## config.mk

```make
export PLATFORM = sky130hd
export DESIGN_NAME = stable_priority_queue_unit
export DESIGN_NICKNAME = d
export VERILOG_FILES = /design/src/rtl/spq_pkg.sv /design/src/rtl/stable_priority_queue_unit.sv /design/src/rtl/spq_ctrl.sv /design/src/rtl/spq_datapath.sv
export VERILOG_INCLUDE_DIRS = /design/src /design/src/rtl
export SDC_FILE = /design/constraint.sdc
export NUM_CORES = 2
export LEC_CHECK = 0
export ABC_AREA = 1
export BUFFER_PORTS_ARGS = -buffer_cell sky130_fd_sc_hd__buf_2
export CAP_MARGIN = 20
export CORE_AREA = 8 8 445 447
export CTS_BUF_LIST = sky130_fd_sc_hd__clkbuf_8
export DETAILED_ROUTE_END_ITERATION = 7
export DIE_AREA = 0 0 453 455
export GPL_ROUTABILITY_DRIVEN = 0
export PLACE_DENSITY_LB_ADDON = 0.1
export SYNTH_ARGS = -nofsm -noshare
export SYNTH_HDL_FRONTEND = slang
export SYNTH_SLANG_ARGS = --single-unit
```

## constraint.sdc

```tcl
create_clock -name aclk -period 8.2 [get_ports aclk]
set_input_delay 1.23 -clock aclk [delete_from_list [all_inputs] [get_ports aclk]]
set_output_delay 1.23 -clock aclk [all_outputs]
set_load 0.03 [all_outputs]
```

## src/rtl/stable_priority_queue_unit_assert.svh

```systemverilog
// ----------------------------------------------------------------------------
// Assertion macros for the stable priority queue unit
// Shared property shapes, clocked on aclk and disabled while aresetn is low.
// ----------------------------------------------------------------------------
`ifndef STABLE_PRIORITY_QUEUE_UNIT_ASSERT_SVH
`define STABLE_PRIORITY_QUEUE_UNIT_ASSERT_SVH

// Consequent must hold in the same cycle as the antecedent.
`define SPQ_ASSERT_NOW(label, ante, cons, msg) \
    label: assert property (@(posedge aclk) disable iff (!aresetn) \
        (ante) |-> (cons)) else $error(msg);

// Consequent must hold in the cycle after the antecedent.
`define SPQ_ASSERT_NEXT(label, ante, cons, msg) \
    label: assert property (@(posedge aclk) disable iff (!aresetn) \
        (ante) |=> (cons)) else $error(msg);

`endif

```

## src/rtl/spq_pkg.sv

```systemverilog
// ----------------------------------------------------------------------------
// spq_pkg
// Types and constants shared by the stable priority queue unit.
// ----------------------------------------------------------------------------
`default_nettype none

package spq_pkg;

    localparam int DEPTH  = 16;
    localparam int CNT_W  = $clog2(DEPTH + 1);
    localparam int OCC_W  = 5;
    localparam int WORD_W = 32;

    typedef logic [1:0] func_t;
    localparam func_t FUNC_QUERY = 2'd0;
    localparam func_t FUNC_ENQ   = 2'd1;
    localparam func_t FUNC_DEQ   = 2'd2;

    typedef enum logic {
        ST_IDLE,
        ST_EXEC
    } state_t;

    typedef struct packed {
        logic load;
        logic commit;
    } cmd_t;

    typedef struct packed {
        logic is_empty;
        logic is_full;
    } status_t;

    typedef struct packed {
        logic [OCC_W-1:0]  occupancy;
        logic              is_full;
        logic              is_empty;
        logic [WORD_W-1:0] head_payload;
        logic [WORD_W-1:0] head_priority;
        logic [WORD_W-1:0] deq_payload;
        logic              deq_valid;
        logic              enq_accepted;
    } result_t;

endpackage

`default_nettype wire

```

## src/rtl/stable_priority_queue_unit.sv

```systemverilog
// ----------------------------------------------------------------------------
// stable_priority_queue_unit
// Bounded stable priority queue of priority/payload pairs, highest first.
// ----------------------------------------------------------------------------
// Usage:
//   Input stream (s_): one item per operation. s_tuser carries the operation
//   (query, enqueue, dequeue head; the unused code acts as a query), s_tdata
//   the priority and payload of a pair to enqueue.
//   Output stream (m_): exactly one result item per input item, in order,
//   reporting enqueue/dequeue outcome and the queue state after the step.
//   Pairs of equal priority leave in arrival order.
// Sequencing:
//   An item is taken in the idle state and run in the execute state, where its
//   result is registered. The unit takes no new item until it is through with
//   the last: the controller takes each item in idle and runs it in execute,
//   leaving only once the output register frees; the sorted store updates
//   all cells in parallel within the execute state.
// Reset:
//   aresetn (synchronous, active low) empties the queue and drops any held
//   result. Stored pairs are not cleared; only occupied cells are ever read.
// Stalls:
//   A finished result waits in the output register while m_tready is low;
//   the next item is still taken, then held in execute until the output
//   register frees, so nothing is lost or repeated.
// ----------------------------------------------------------------------------
`default_nettype none

module stable_priority_queue_unit (
    input  wire logic         aclk,
    input  wire logic         aresetn,
    // input item stream
    input  wire logic         s_tvalid,
    output logic              s_tready,
    input  wire logic [63:0]  s_tdata,   // [31:0] priority_req, [63:32] payload
    input  wire logic [1:0]   s_tuser,   // [1:0] func
    // result item stream
    output logic              m_tvalid,
    input  wire logic         m_tready,
    output logic [111:0]      m_tdata    // [0] enq_accepted, [1] deq_valid,
                                         // [33:2] deq_payload, [65:34] head_priority,
                                         // [97:66] head_payload, [98] is_empty,
                                         // [99] is_full, [104:100] occupancy,
                                         // [111:105] zero
);

    spq_pkg::cmd_t    cmd;
    spq_pkg::status_t status;
    spq_pkg::result_t result;

    // handshake and sequencing
    spq_ctrl u_ctrl (
        .aclk     (aclk),
        .aresetn  (aresetn),
        .s_tvalid (s_tvalid),
        .s_tready (s_tready),
        .m_tvalid (m_tvalid),
        .m_tready (m_tready),
        .status   (status),
        .cmd      (cmd)
    );

    // sorted store and result register
    spq_datapath u_datapath (
        .aclk        (aclk),
        .aresetn     (aresetn),
        .cmd         (cmd),
        .in_func     (s_tuser),
        .in_priority (s_tdata[31:0]),
        .in_payload  (s_tdata[63:32]),
        .status      (status),
        .result      (result)
    );

    // pack result fields, lowest first, pad to whole bytes
    assign m_tdata = {7'd0,
                      result.occupancy,
                      result.is_full,
                      result.is_empty,
                      result.head_payload,
                      result.head_priority,
                      result.deq_payload,
                      result.deq_valid,
                      result.enq_accepted};

endmodule

`default_nettype wire

```

## src/rtl/spq_ctrl.sv

```systemverilog
// ----------------------------------------------------------------------------
// spq_ctrl
// Handshake controller: takes an item, runs it, holds the result slot.
// ----------------------------------------------------------------------------
`default_nettype none

module spq_ctrl (
    input  wire logic             aclk,
    input  wire logic             aresetn,
    input  wire logic             s_tvalid,
    output logic                  s_tready,
    output logic                  m_tvalid,
    input  wire logic             m_tready,
    input  wire spq_pkg::status_t status,
    output spq_pkg::cmd_t         cmd
);

    spq_pkg::state_t state_reg, state_next;
    logic            out_valid_reg, out_valid_next;
    logic            slot_free;

    assign slot_free = !out_valid_reg || m_tready;

    always_ff @(posedge aclk) begin
        if (!aresetn) begin
            state_reg     <= spq_pkg::ST_IDLE;
            out_valid_reg <= 1'b0;
        end else begin
            state_reg     <= state_next;
            out_valid_reg <= out_valid_next;
        end
    end

    // next state
    always_comb begin
        state_next = state_reg;
        unique case (state_reg)
            spq_pkg::ST_IDLE: begin
                if (s_tvalid) state_next = spq_pkg::ST_EXEC;
            end
            spq_pkg::ST_EXEC: begin
                if (slot_free) state_next = spq_pkg::ST_IDLE;
            end
            default: state_next = spq_pkg::ST_IDLE;
        endcase
    end

    // outputs
    always_comb begin
        s_tready   = 1'b0;
        cmd.load   = 1'b0;
        cmd.commit = 1'b0;
        unique case (state_reg)
            spq_pkg::ST_IDLE: begin
                s_tready = 1'b1;
                cmd.load = s_tvalid;
            end
            spq_pkg::ST_EXEC: begin
                cmd.commit = slot_free;
            end
            default: ;
        endcase
    end

    always_comb begin
        if (cmd.commit)    out_valid_next = 1'b1;
        else if (m_tready) out_valid_next = 1'b0;
        else               out_valid_next = out_valid_reg;
    end

    assign m_tvalid = out_valid_reg;

`include "stable_priority_queue_unit_assert.svh"

    `SPQ_ASSERT_NOW(a_commit_slot, cmd.commit, !out_valid_reg || m_tready, "commit over held result")
    `SPQ_ASSERT_NOW(a_flags_excl, 1'b1, !(status.is_empty && status.is_full), "empty and full together")

endmodule

`default_nettype wire

```

## src/rtl/spq_datapath.sv

```systemverilog
// ----------------------------------------------------------------------------
// spq_datapath
// Sorted shift-register store of priority/payload pairs and result register.
// ----------------------------------------------------------------------------
`default_nettype none

module spq_datapath (
    input  wire logic                        aclk,
    input  wire logic                        aresetn,
    input  wire spq_pkg::cmd_t               cmd,
    input  wire spq_pkg::func_t              in_func,
    input  wire logic [spq_pkg::WORD_W-1:0]  in_priority,
    input  wire logic [spq_pkg::WORD_W-1:0]  in_payload,
    output spq_pkg::status_t                 status,
    output spq_pkg::result_t                 result
);

    localparam int D = spq_pkg::DEPTH;
    localparam int W = spq_pkg::WORD_W;

    spq_pkg::func_t            op_reg;
    logic [W-1:0]              pr_reg;
    logic [W-1:0]              pl_reg;
    logic [W-1:0]              prio_reg [D];
    logic [W-1:0]              data_reg [D];
    logic [W-1:0]              prio_next [D];
    logic [W-1:0]              data_next [D];
    logic [W-1:0]              up_prio [D];
    logic [W-1:0]              up_data [D];
    logic [W-1:0]              dn_prio [D];
    logic [W-1:0]              dn_data [D];
    logic [spq_pkg::CNT_W-1:0] cnt_reg, cnt_next;
    logic [D-1:0]              ge;
    logic [D-1:0]              prev_ge;
    logic                      enq_ok, deq_ok;
    spq_pkg::result_t          res_reg, res_next;

    // capture the item
    always_ff @(posedge aclk) begin
        if (cmd.load) begin
            op_reg <= in_func;
            pr_reg <= in_priority;
            pl_reg <= in_payload;
        end
    end

    assign enq_ok = (op_reg == spq_pkg::FUNC_ENQ) && (cnt_reg != spq_pkg::CNT_W'(D));
    assign deq_ok = (op_reg == spq_pkg::FUNC_DEQ) && (cnt_reg != '0);

    // per-cell compare: cell keeps its pair when it ranks at or above the new one
    always_comb begin
        for (int i = 0; i < D; i++) begin
            ge[i] = (i < int'(cnt_reg)) && (prio_reg[i] >= pr_reg);
        end
        prev_ge[0] = 1'b1;
        for (int i = 1; i < D; i++) begin
            prev_ge[i] = ge[i-1];
        end
    end

    // neighbour taps
    always_comb begin
        up_prio[0] = pr_reg;
        up_data[0] = pl_reg;
        for (int i = 1; i < D; i++) begin
            up_prio[i] = prio_reg[i-1];
            up_data[i] = data_reg[i-1];
        end
        for (int i = 0; i < D - 1; i++) begin
            dn_prio[i] = prio_reg[i+1];
            dn_data[i] = data_reg[i+1];
        end
        dn_prio[D-1] = prio_reg[D-1];
        dn_data[D-1] = data_reg[D-1];
    end

    always_comb begin
        for (int i = 0; i < D; i++) begin
            prio_next[i] = prio_reg[i];
            data_next[i] = data_reg[i];
            if (enq_ok) begin
                if (!ge[i]) begin
                    if (prev_ge[i]) begin
                        prio_next[i] = pr_reg;
                        data_next[i] = pl_reg;
                    end else begin
                        prio_next[i] = up_prio[i];
                        data_next[i] = up_data[i];
                    end
                end
            end else if (deq_ok) begin
                prio_next[i] = dn_prio[i];
                data_next[i] = dn_data[i];
            end
        end
    end

    always_comb begin
        cnt_next = cnt_reg;
        if (enq_ok)      cnt_next = cnt_reg + 1'b1;
        else if (deq_ok) cnt_next = cnt_reg - 1'b1;
    end

    always_comb begin
        res_next.enq_accepted  = enq_ok;
        res_next.deq_valid     = deq_ok;
        res_next.deq_payload   = deq_ok ? data_reg[0] : '0;
        res_next.is_empty      = (cnt_next == '0);
        res_next.is_full       = (cnt_next == spq_pkg::CNT_W'(D));
        res_next.head_priority = res_next.is_empty ? '1 : prio_next[0];
        res_next.head_payload  = res_next.is_empty ? '0 : data_next[0];
        res_next.occupancy     = spq_pkg::OCC_W'(cnt_next);
    end

    always_ff @(posedge aclk) begin
        if (cmd.commit) begin
            for (int i = 0; i < D; i++) begin
                prio_reg[i] <= prio_next[i];
                data_reg[i] <= data_next[i];
            end
            res_reg <= res_next;
        end
    end

    always_ff @(posedge aclk) begin
        if (!aresetn) begin
            cnt_reg <= '0;
        end else if (cmd.commit) begin
            cnt_reg <= cnt_next;
        end
    end

    assign status.is_empty = (cnt_reg == '0);
    assign status.is_full  = (cnt_reg == spq_pkg::CNT_W'(D));
    assign result          = res_reg;

`include "stable_priority_queue_unit_assert.svh"

    `SPQ_ASSERT_NEXT(a_enq_count, cmd.commit && enq_ok, cnt_reg == spq_pkg::CNT_W'($past(cnt_reg) + 1'b1), "enqueue did not grow count")
    `SPQ_ASSERT_NEXT(a_deq_flag, cmd.commit && deq_ok, res_reg.deq_valid && (res_reg.deq_payload == $past(data_reg[0])), "dequeue result mismatch")
    `SPQ_ASSERT_NOW(a_sorted, cnt_reg >= spq_pkg::CNT_W'(2), prio_reg[0] >= prio_reg[1], "head pair out of order")
    `SPQ_ASSERT_NOW(a_cnt_bound, 1'b1, cnt_reg <= spq_pkg::CNT_W'(D), "count beyond depth")

endmodule

`default_nettype wire
```

# After elaboration in Yosys (flattened, before gate mapping)
# Memories as Yosys holds them, arrays and structs flattened.
# Cells that the tools add are included.
# word_totals
ff_bits	178
latchBits	0
ram_bits	1024
mem_bits_ro	0
inputBits	70
wordCells	214
n_memories	2
# mem_list
memory	words	word_bits	rd	rd_ports_with_merged_regs	write_ports	line_no	rtl
u_datapath.data_reg	16	32	16	0	16	spq_datapath.sv:25	logic [W-1:0] data_reg [D];
u_datapath.prio_reg	16	32	16	0	16	spq_datapath.sv:24	logic [W-1:0] prio_reg [D];
# classes
addsub	2
multipliers	0
div	0
n_lt_le_gt_ge	32
eq_ne	4
shift	0
n_mux	136
bitwise	1
n_reduce_logical	23
# op_table
cell	n
32-bit 2-to-1 mux	124
32-bit >= comparator	16
4-bit by 5-bit less-than comparator with 1-bit output (first input constant)	8
3-bit by 5-bit less-than comparator with 1-bit output (first input constant)	4
1-bit logical AND	18
1-bit by 5-bit less-than comparator with 1-bit output (first input constant)	2
2-bit by 5-bit less-than comparator with 1-bit output (first input constant)	2
5-bit 2-to-1 mux	2
1-bit 2-to-1 mux	9
5-bit by 1-bit adder with 5-bit output (second input constant)	1
5-bit == test (second input constant)	1
5-bit zero test	1
5-bit != test (second input constant)	1
5-bit nonzero test	1
5-bit by 1-bit subtractor with 5-bit output (second input constant)	1
2-bit by 1-bit == test with 1-bit output (second input constant)	1
2-bit == test (second input constant)	1
1-bit one-hot mux with 2 select lines	1
2-bit nonzero test	1
1-bit zero test	1
1-bit logical OR	1
1-bit NOT	1

# Logic depth before layout (Yosys ltp)
# An unclocked memory read counts as a cell.
# logic_depth
word_depth	6
depth_mapped	19
depth_no_buf	17

# By module
# A second synthesis with hierarchy kept.
# hier_totals
cells_unflattened	9670
area_unflattened_um2	76016.7
# modules_own_cells
mod	instances	cells_per_inst	area_each_um2	seq_area_each_um2
spq_datapath	1	9650	75869.0	35984.5
spq_ctrl	1	12	91.3	40.0
stable_priority_queue_unit	1	8	56.3	0.0

# Worst setup path before layout
# OpenSTA, ideal clock, no wires.
# synth_timing
kind	input -> register
start	in m_tready
end	mem u_datapath.data_reg[1][224] (netlist name), enable pin
setup_time_ns	0.507
t_arrival_ns	8.148
t_required_ns	7.693
setup_slack_ns	-0.454
stages	6
path_cell_list	inv_1 nand2_1 nand2_1 inv_1 nand2_1 a21oi_1
# synth_rtl
item	line_no	rtl
start, declared	stable_priority_queue_unit.sv:38	input wire logic m_tready,
end, declared	spq_datapath.sv:25	

==> qor.csv <==
stage,metric,value,unit
floorplan,die_w,453,µm
floorplan,io_pins,184,
grt,grt_max_degree,213,
routing,drc,0,
clock_network,htree_num_levels,4,
critical_path,cpLargestDelayFamily,buffers and inverters,
synthesis,synthTopCellsByArea,"edfxtp_1, nand2_1, nand3_1",
sta,final.period_utilization,62.9,%
critical_path,cp_max_fo,132,
grt,grtUsageTotal,21.7,%
sta,max_freq,194,MHz
grt,grt_pass1_wl,364000,µm
floorplan,fp.dieH,455,µm
floorplan,initial_utilization,39.7,%
synthesis,synth_seq_area_share,47.4,%
synthesis,synth-edff-count,1195,
clock_network,cts_root_buf,clkbuf_8,
floorplan,core_area,191000,µm²
grt,grt_pass1_vias,61400,
place,placed_cells,11800,
routing,wl_per_cell,18.9,µm
clock_network,clkSinkCount,1202,
critical_path,rrSetupSlack,3040,ps
clock_network,cts_buffer_depth,3,
critical_path,cpPeakStageDelay,930,ps
synthesis,yosys.area.top_type,edfxtp_1,
clock_network,cts-resized-gates,0,
synthesis,syn_area,76000,µm²
synthesis,netlist.area_leader.share,47.2,%
clock_network,cts_tree,done,
clock_network,clk_pin_slew,60,ps
clock_network,numCtsBuffers,224,
sta,slew_violations,0,
power_and_ir_drop,power_density,188,nW/µm²
synthesis,synth_most_common_cell,nand2_1,
sta,slew_headroom,10.5,%
job,drv_cap,0,
routing,routed_wl,230000,µm
critical_path,path_cells,"inv_1, ha_1, inv_1, nor3_4, nand2_1, nand2_8, inv_8, buf_4, buf_4, nand3_1, nand2_1",
sta,period_needed,5160,ps
power_and_ir_drop,leakagePower,39.3,nW
sta,clock_skew,62.2,ps
synthesis,synth-main-ff-cell,edfxtp_1,
critical_path,crit_required,9040,ps
clock_network,cts_setup_buffers,0,
synthesis,synthTopCellsByCount,"nand2_1, nand3_1, edfxtp_1",
routing,drt-initial-drc-count,5175,
sta,fin_tns_setup,0,ps
sta,finalSetupViolCount,0,
routing,vias,62700,
sta,finalHoldViolations,0,
critical_path,cp.arrival,6000,ps
routing,viasPerCell,5.16,
cells_and_area,fin_cells,12200,
critical_path,reg2reg_from,u_datapath.cnt_reg[0],
floorplan,die_area,206000,µm²
cells_and_area,drive_gt1_share,6.90,%
grt,grt-ovfl-total,0,
synthesis,ys_ff_latch,1202,
place,dp_hpwl,155000,µm
synthesis,async_flop_share,0,%
critical_path,crit_path_end_kind,flip-flop,
critical_path,startpoint_type,flip-flop,
cells_and_area,layout.nets,10000,
status,outcome,"finished, final reports clean",
sta,rsz0062_at_grt,false,
sta,tightest_slew,1340,ps
critical_path,crit_type,reg -> reg,
cells_and_area,area_growth,8.76,%
synthesis,yosys_warnings,0,
critical_path,slowest_stage,buf_4,
power_and_ir_drop,peakVddDrop,0.163,mV
hold_path,min_from,s_tdata[38],
synthesis,netlist_instances,9551,
critical_path,crit_buf_inv,5,
routing,drtAntennaViolNets,0,
sta,whs,412,ps
synthesis,synth_cell_types,44,
hold_path,hp-class,in -> reg,
routing,dr.pass1.iters,5,
synthesis,syn_avg_cell_area,7.96,µm²
floorplan,rows,161,
clock_network,clkLatencyLatePin,990,ps
clock_network,cts_hold_buffers,0,
place,io_buffers,176,
critical_path,crit_start,u_datapath.cnt_reg[0],
grt,antenna_found_initial,1,
[cell usage in the layout (no fill, tap or decap), types with 3 or more instances in the layout]
cell	count
a21o_1	13
a21oi_1	230
a21oi_2	24
a22oi_1	62
buf_2	176
buf_4	121
clkbuf_8	232
clkinv_1	76
clkinv_2	13
clkinv_8	4
clkinvlp_4	3
conb_1	7
dfxtp_1	7
edfxtp_1	1195
ha_1	515
inv_1	1175
inv_2	21
inv_8	4
nand2_1	3246
nand2_2	22
nand2_4	4
nand3_1	1915
nand3_2	13
nand4_1	42
nor2_1	192
nor2_4	3
nor3_1	14
nor4_1	4
nor4b_1	3
o211ai_1	15
o21a_1	28
o21ai_0	226
o21ai_4	5
[power by group]
| part | internal (mW) | switching, mW |
|---|---|---|
| Combinational | 0.745 | 2.08 |
| Sequential | 7.17 | 0.161 |
| Clock | 2.62 | 2.73 |
| Total | 10.5 | 4.97 |
[cell families (layout without fill, tap and decap cells)]
kind of cell	Yosys count	in the layout	share of synthesized area, %
AND/OR/NAND/NOR	5465	5465	30.5
buffers and inverters	1753	1834	9.03
flip-flops	1202	1202	47.4
AO/OA/AOI/OAI	614	614	4.59
adder cells (fa/ha/maj)	515	515	8.48
other	1	9	0.00494
XOR/XNOR	1	1	0.0115
[worst paths after layout]
| kind | depth (start not counted) | end |
|---|---|---|
| min reg2reg | 2 | u_ctrl.m_tvalid |
| min | 1 | u_datapath.pl_reg[6] |
| max | 11 | u_datapath.data_reg[1][7] |
| max reg2reg | 11 | u_datapath.data_reg[1][7] |
[per-stage QoR]
stage	power [mW]	area, µm²	util (%)	worst slack [ps]
after global routing	16.3	82600	43.2	2620
final	15.5	82600	43.2	3040
after global placement	10.2	78600	41.1	3130
after detailed placement	10.3	78600	41.1	3050
after floorplan	9.41	76000	-	1250
after CTS	15.7	82600	43.2	3050
[area by class of cell]
type                    instances  area [µm²]
clock inverters               175         805
multi-input cells            6602       33400
diodes                          2        5.00
inverters                    1127        4240
flip-flops and latches       1202       36000
clock buffers                 232        3190
well taps                    2526        3160
fillers                     19500      109000
repair buffers                300        1860
[per-layer routing]
layer	up-vias	share of wire [%]	global-route usage (%)
met5	-	0	0
met4	0	2.0	5.14
met3	304	5.6	2.86
met2	1812	42	32.8
met1	29100	50	32.9
li1	31500	-	-
(Power assumes the default switching activity.)
